===== config.mk =====
export PLATFORM = sky130hd
export DESIGN_NAME = crpe_ctrl
export DESIGN_NICKNAME = d
export VERILOG_FILES = /design/src/crpe_pkg.sv /design/src/crpe_ctrl.sv
export SDC_FILE = /design/constraint.sdc
export NUM_CORES = 1
export LEC_CHECK = 0
export ABC_AREA = 1
export BUFFER_PORTS_ARGS = -buffer_cell sky130_fd_sc_hd__buf_2
export CAP_MARGIN = 25
export CORE_AREA = 4 4 41 43
export DETAILED_ROUTE_END_ITERATION = 12
export DIE_AREA = 0 0 45 47
export PLACE_DENSITY = 0.57
export SLEW_MARGIN = 5
export SYNTH_ARGS = -nofsm -noshare
export SYNTH_HDL_FRONTEND = slang
export SYNTH_SLANG_ARGS = --single-unit

===== constraint.sdc =====
create_clock -name i_clk -period 2.4 [get_ports i_clk]
set_clock_uncertainty 0.2 [all_clocks]
set_input_delay 0.12 -clock i_clk [delete_from_list [all_inputs] [get_ports i_clk]]
set_output_delay 0.12 -clock i_clk [all_outputs]
set_load 0.03 [all_outputs]

===== src/crpe_pkg.sv =====
//------------------------------------------------------------------------------
// crpe_pkg
// types, constants and command structs shared by the path evaluator modules
//------------------------------------------------------------------------------
package crpe_pkg;

    localparam int MAX_POINTS_DEF = 64;
    localparam int FRAC_BITS_DEF  = 16;

    localparam logic [2:0] MODE_CLEAR   = 3'd0;
    localparam logic [2:0] MODE_APPEND  = 3'd1;
    localparam logic [2:0] MODE_POS     = 3'd2;
    localparam logic [2:0] MODE_TAN     = 3'd3;
    localparam logic [2:0] MODE_READ    = 3'd4;

    localparam logic [1:0] ST_OK      = 2'd0;
    localparam logic [1:0] ST_FULL    = 2'd1;
    localparam logic [1:0] ST_DEFAULT = 2'd2;

    typedef enum logic [3:0] {
        S_IDLE,
        S_PREP,
        S_DIV,
        S_IDX,
        S_RD0,
        S_RD1,
        S_RD2,
        S_RD3,
        S_COEF,
        S_MUL,
        S_ACC,
        S_FIN,
        S_OUT
    } t_state;

    // controller to datapath
    typedef struct packed {
        logic       load;     // capture input beat
        logic       prep;     // clamp / start wrap of t
        logic       div_step; // one restoring division step
        logic       idx;      // compute four indices
        logic [1:0] rd_sel;   // which control point to read
        logic       rd_en;
        logic       rd_cap;   // capture previous read
        logic       coef;     // form coefficients
        logic       mul;      // register products
        logic       acc;      // add and round
        logic       fin;      // final halving and result
        logic       direct;   // result without evaluation
    } t_cmd;

    // datapath to controller
    typedef struct packed {
        logic       div_done;
        logic       horner_last;
        logic       need_eval;
        logic       need_div;
    } t_sts;

endpackage


===== src/crpe_ctrl.sv =====
//------------------------------------------------------------------------------
// crpe_ctrl
// sequencer for one item: division, four point reads, horner steps
//------------------------------------------------------------------------------
module crpe_ctrl
    import crpe_pkg::*;
(
    input  logic i_clk,
    input  logic i_rst_n,
    input  logic i_valid,
    output logic o_stall_in,
    output logic o_valid,
    input  logic i_stall,
    input  t_sts i_sts,
    output t_cmd o_cmd
);

    t_state r_state, n_state;

    always_ff @(posedge i_clk) begin
        if (!i_rst_n) begin
            r_state <= S_IDLE;
        end else begin
            r_state <= n_state;
        end
    end

    always_comb begin
        n_state = r_state;
        case (r_state)
            S_IDLE: if (i_valid) n_state = S_PREP;
            S_PREP: begin
                if (!i_sts.need_eval) n_state = S_OUT;
                else if (i_sts.need_div) n_state = S_DIV;
                else n_state = S_IDX;
            end
            S_DIV:  if (i_sts.div_done) n_state = S_IDX;
            S_IDX:  n_state = S_RD0;
            S_RD0:  n_state = S_RD1;
            S_RD1:  n_state = S_RD2;
            S_RD2:  n_state = S_RD3;
            S_RD3:  n_state = S_COEF;
            S_COEF: n_state = S_MUL;
            S_MUL:  n_state = S_ACC;
            S_ACC:  n_state = i_sts.horner_last ? S_FIN : S_MUL;
            S_FIN:  n_state = S_OUT;
            S_OUT:  if (!i_stall) n_state = S_IDLE;
            default: n_state = S_IDLE;
        endcase
    end

    always_comb begin
        o_cmd      = '0;
        o_stall_in = (r_state != S_IDLE);
        o_valid    = (r_state == S_OUT);
        case (r_state)
            S_IDLE: o_cmd.load = i_valid;
            S_PREP: begin
                o_cmd.prep   = 1'b1;
                o_cmd.direct = !i_sts.need_eval;
            end
            S_DIV:  o_cmd.div_step = 1'b1;
            S_IDX:  o_cmd.idx = 1'b1;
            S_RD0: begin
                o_cmd.rd_en = 1'b1; o_cmd.rd_sel = 2'd0;
            end
            S_RD1: begin
                o_cmd.rd_en = 1'b1; o_cmd.rd_sel = 2'd1; o_cmd.rd_cap = 1'b1;
            end
            S_RD2: begin
                o_cmd.rd_en = 1'b1; o_cmd.rd_sel = 2'd2; o_cmd.rd_cap = 1'b1;
            end
            S_RD3: begin
                o_cmd.rd_en = 1'b1; o_cmd.rd_sel = 2'd3; o_cmd.rd_cap = 1'b1;
            end
            S_COEF: o_cmd.coef = 1'b1;
            S_MUL:  o_cmd.mul = 1'b1;
            S_ACC:  o_cmd.acc = 1'b1;
            S_FIN:  o_cmd.fin = 1'b1;
            S_OUT:  ;
            default: ;
        endcase
    end

endmodule


* Word-level counts from Yosys, hierarchy flattened
Index checks and enable logic that the tools add are counted.
** Operators by class
- Muxes and demuxes :: 18
- Reductions and logical operators :: 5
- Equality and inequality tests :: 15
** Operators with widths (number)
- one-hot mux 4 bit (13 select lines) :: 1
- == test 4 bit, second input constant :: 5
- == test 4 x 3 -> 1 bit, second input constant :: 4
- 2-to-1 mux 4 bit :: 4
- one-hot mux 3 bit (4 select lines) :: 1
- 2-to-1 mux 1 bit :: 11
- == test 4 x 2 -> 1 bit, second input constant :: 2
- inequality test 2 bit, second input constant :: 3
- == test 4 x 1 -> 1 bit, second input constant :: 1
- logical NOT 4 bit :: 1
- nonzero test 4 bit :: 1
- AND reduction 3 bit :: 1
- OR reduction 3 bit :: 1
- 2-to-1 mux 2 bit :: 1
- logical NOT 1 bit :: 1
** Storage, ports and cells
- Word-level logic and storage cells :: 39
- Input bits :: 8
- Output and inout bits :: 15
- Bits in registers :: 4

* Depth between registers and ports, before layout
- Depth in word-level cells :: 3
- Mapped depth :: 7
- Gate-level depth less buffers :: 7

* Worst setup path before layout
Ideal clock, no wire load.
- Path type :: reg2out
- From :: reg r_state[0]
- To :: out o_cmd[12] in the netlist's numbering
- Data arrival time :: 1285 ps
- Slack :: 795 ps
- Data required time :: 2080 ps
- Path buffers :: 0
- Stages on the path, launching flop included :: 4
- Path through :: dfxtp_1 nor2_1 nand2_1 nor2_1
** RTL lines
- start, declared :: line crpe_ctrl.sv:18 : t_state r_state, n_state;
- start signal, assigned :: line crpe_ctrl.sv:24 : r_state <= n_state;
- end, declared :: line crpe_ctrl.sv:15 : output t_cmd o_cmd

==> impl_metrics.py <==
metrics = {
    "worst_setup_path": {
        "crit_path_frequent_cell": "nor2_1",
        "cp-start-kind": "flip-flop",
        "critPathSlowestCell": "dfxtp_1",
        "path_cells": "nor2_1, inv_1, nor2_1, buf_2",
        "crit_arrival_ns": 1.32,
        "crit_required_ns": 2.08,
        "cp_num_buf_inv": 2,
        "crit_family": "simple AND/OR/NAND/NOR gates",
        "slowest_delay_ns": 0.34,
        "end_kind": "output port",
        "critical_path_class": "flip-flop to output port",
        "critPathMaxFanout": 5,
    },
    "final_layout": {
        "reg.largest.list": "r_state: 4 flops",
        "fillCellCount": 164,
        "largest_reg_flops": 4,
        "area_growth_pct": 42.7,
        "drive_gt1_share_pct": 37.1,
        "final_area_um2": 539,
        "layout.nets": 107,
        "antenna_cells": 0,
        "top_register": "r_state",
    },
    "clocking": {
        "numClockSinks": 4,
        "cts_tree": "built",
        "cts-root-buf": "clkbuf_4",
        "clk_pin_slew_ns": 0.04,
        "h-tree-depth": 1,
        "numCtsBuffers": 3,
        "clock_path_buffers": 2,
        "post-cts-setup-buffer-count": 0,
        "clk_latency_ns": 0.24,
    },
    "timing": {
        "hold_viol": 0,
        "clock.fmax_mhz": 608,
        "worst_pin_slew_ns": 0.284,
        "whs_ns": 0.0241,
        "finalSetupViolCount": 0,
        "rsz0062_at_grt": "no",
        "maxSlewHeadroom_pct": 81.0,
        "fin_crit_sh_pct": 68.5,
        "fin_tns_setup_ns": 0,
        "drv_slew": 0,
        "post-route-min-period_ns": 1.64,
    },
    "placed_design": {
        "hpwlAfterDp_um": 852,
        "place.gp.congestion": 0.772,
        "numPortBuffers": 22,
        "dpl-instance-area_um2": 507,
    },
    "logic_synthesis": {
        "ys_seq_area_share_pct": 21.2,
        "synth_top_cell_by_area": "dfxtp_1",
        "ys_ff_latch": 4,
        "netlist_instances": 71,
        "synth_fp_nets": 79,
        "synth_cell_types": 11,
        "async_reset_ff_share_pct": 0,
        "ys.flop_type": "dfxtp_1",
        "synth_edf_count": 0,
        "synth.avg_cell_area_um2": 5.32,
        "synth_top_area_share_pct": 21.2,
        "synthTopCellsByCount": "17 x inv_1, 17 x nor2_1, 13 x nand2_1",
        "yosys_warnings": 0,
        "synth_area_um2": 378,
        "yosys-top-cells-area": "dfxtp_1 21%, inv_1 17%, nor2_1 17%",
    },
    "pwr": {
        "power.switching_uw": 379,
        "p_per_area_nw_per_um2": 1220,
        "clock_power_share_pct": 13.4,
        "irDropWorstVdd_mv": 0.417,
        "seq_power_share_pct": 17.8,
        "switching_share_pct": 57.9,
        "p_int_uw": 276,
        "combPwrFrac_pct": 68.8,
        "power_leakage_nw": 0.392,
    },
    "job": {
        "drv_cap": 0,
    },
    "floorplanning": {
        "die_w_um": 45,
        "std_cell_rows": 13,
        "ioPinCount": 23,
        "die_h_um": 47,
        "die-area_um2": 2120,
        "core-area_um2": 1300,
        "start_util_pct": 29.0,
    },
    "global_routing": {
        "grt_overflow": 0,
        "grt_usage_pct": 9.79,
        "grt_pass1_wl_mm": 1.43,
        "grt_antenna_before_repair": 0,
        "first_global_vias": 366,
        "grt_max_degree": 6,
    },
    "route": {
        "via_count": 462,
        "antenna_left": 0,
        "dr.pass1.iters": 4,
        "drc": 0,
        "dr.first_iter.drc_count": 11,
        "wl_mm": 1.01,
        "avgRoutedWirePerCell_um": 8.97,
        "via_per_inst": 4.13,
    },
    "worst_hold_path": {
        "hp-class": "input port to flip-flop",
    },
    "status": {
        "outcome": "finished, final reports clean",
    },
}
==> cell families (layout without fill, tap and decap cells) <==
kind of cell,Yosys count,in the layout,synth area share (%)
AND/OR/NAND/NOR,44,44,55.0
AO/OA/AOI/OAI,3,3,3.97
flip-flops,4,4,21.2
buffers and inverters,20,46,19.9
==> worst register-to-register path: stages, from the launching register on <==
cell	delay, ns
dfxtp_1	0.34
nor2_1	0.27
nand3_1	0.18
nand2_1	0.10
nor2_1	0.04
nand3_1	0.06
nor2_1	0.04
==> final timing paths <==
check,startpoint,end,slack (ns),cells past startpoint
max,r_state[0],o_cmd[4],0.76,4
min,i_sts[1],r_state[1],0.02,5
max reg2reg,r_state[0],r_state[0],1.08,6
min reg2reg,r_state[0],r_state[0],0.40,3
==> power groups by stage <==
| stage | combinational, mW | sequential, mW | clock, mW |
|---|---|---|---|
| detailed placement | 0.450 | 0.117 | 0 |
| global route | 0.488 | 0.119 | 0.0955 |
| CTS | 0.452 | 0.116 | 0.0918 |
| floorplan | 0.353 | 0.113 | 0 |
| global placement | 0.452 | 0.117 | 0 |
| finish | 0.451 | 0.117 | 0.0880 |
==> what timing repair did <==
| item | in CTS | in global routing |
|---|---|---|
| resized for setup | 0 | 0 |
| hold endpoints to repair | 4 | 0 |
| hold buffers | 1 | 0 |
==> stage by stage <==
step | util [%] | worst slack [ns] | std cells | total power [mW]
after global placement | 38.9 | 1.01 | 108 | 0.568
after detailed placement | 38.9 | 1.03 | 108 | 0.567
after CTS | 41.4 | 0.762 | 112 | 0.661
after global routing | 41.4 | 0.667 | 112 | 0.702
after floorplan | - | 0.795 | 71 | 0.466
final | 41.4 | 0.756 | 112 | 0.656
==> layer usage <==
layer,routed length (um),global-route usage (%),vias up
met5,0,0,-
met4,0,8.77,0
met3,66,2.68,0
met2,484,14.4,11
met1,455,11.6,194
li1,-,-,257
==> placed cells by master (no fill, tap or decap), types with 3 or more instances in the layout <==
cell / netlist / final
clkbuf_4: 0 / 3
dfxtp_1: 4 / 4
nor2_2: 3 / 3
inv_1: 17 / 17
nand2_2: 5 / 5
nand2_1: 13 / 13
a21oi_1: 3 / 3
nand3_1: 5 / 5
nor2_1: 17 / 17
buf_2: 0 / 22
==> area by class of cell <==
cell class | count | area (um2) | area share (%)
multi-input combinational | 47 | 223 | 41.3
timing repair buffer | 23 | 120 | 22.3
sequential | 4 | 80.1 | 14.8
inverter | 20 | 75.1 | 13.9
clock buffer | 3 | 22.5 | 4.18
tap | 15 | 18.8 | 3.48
No activity file was read; power rests on OpenSTA's default activity.
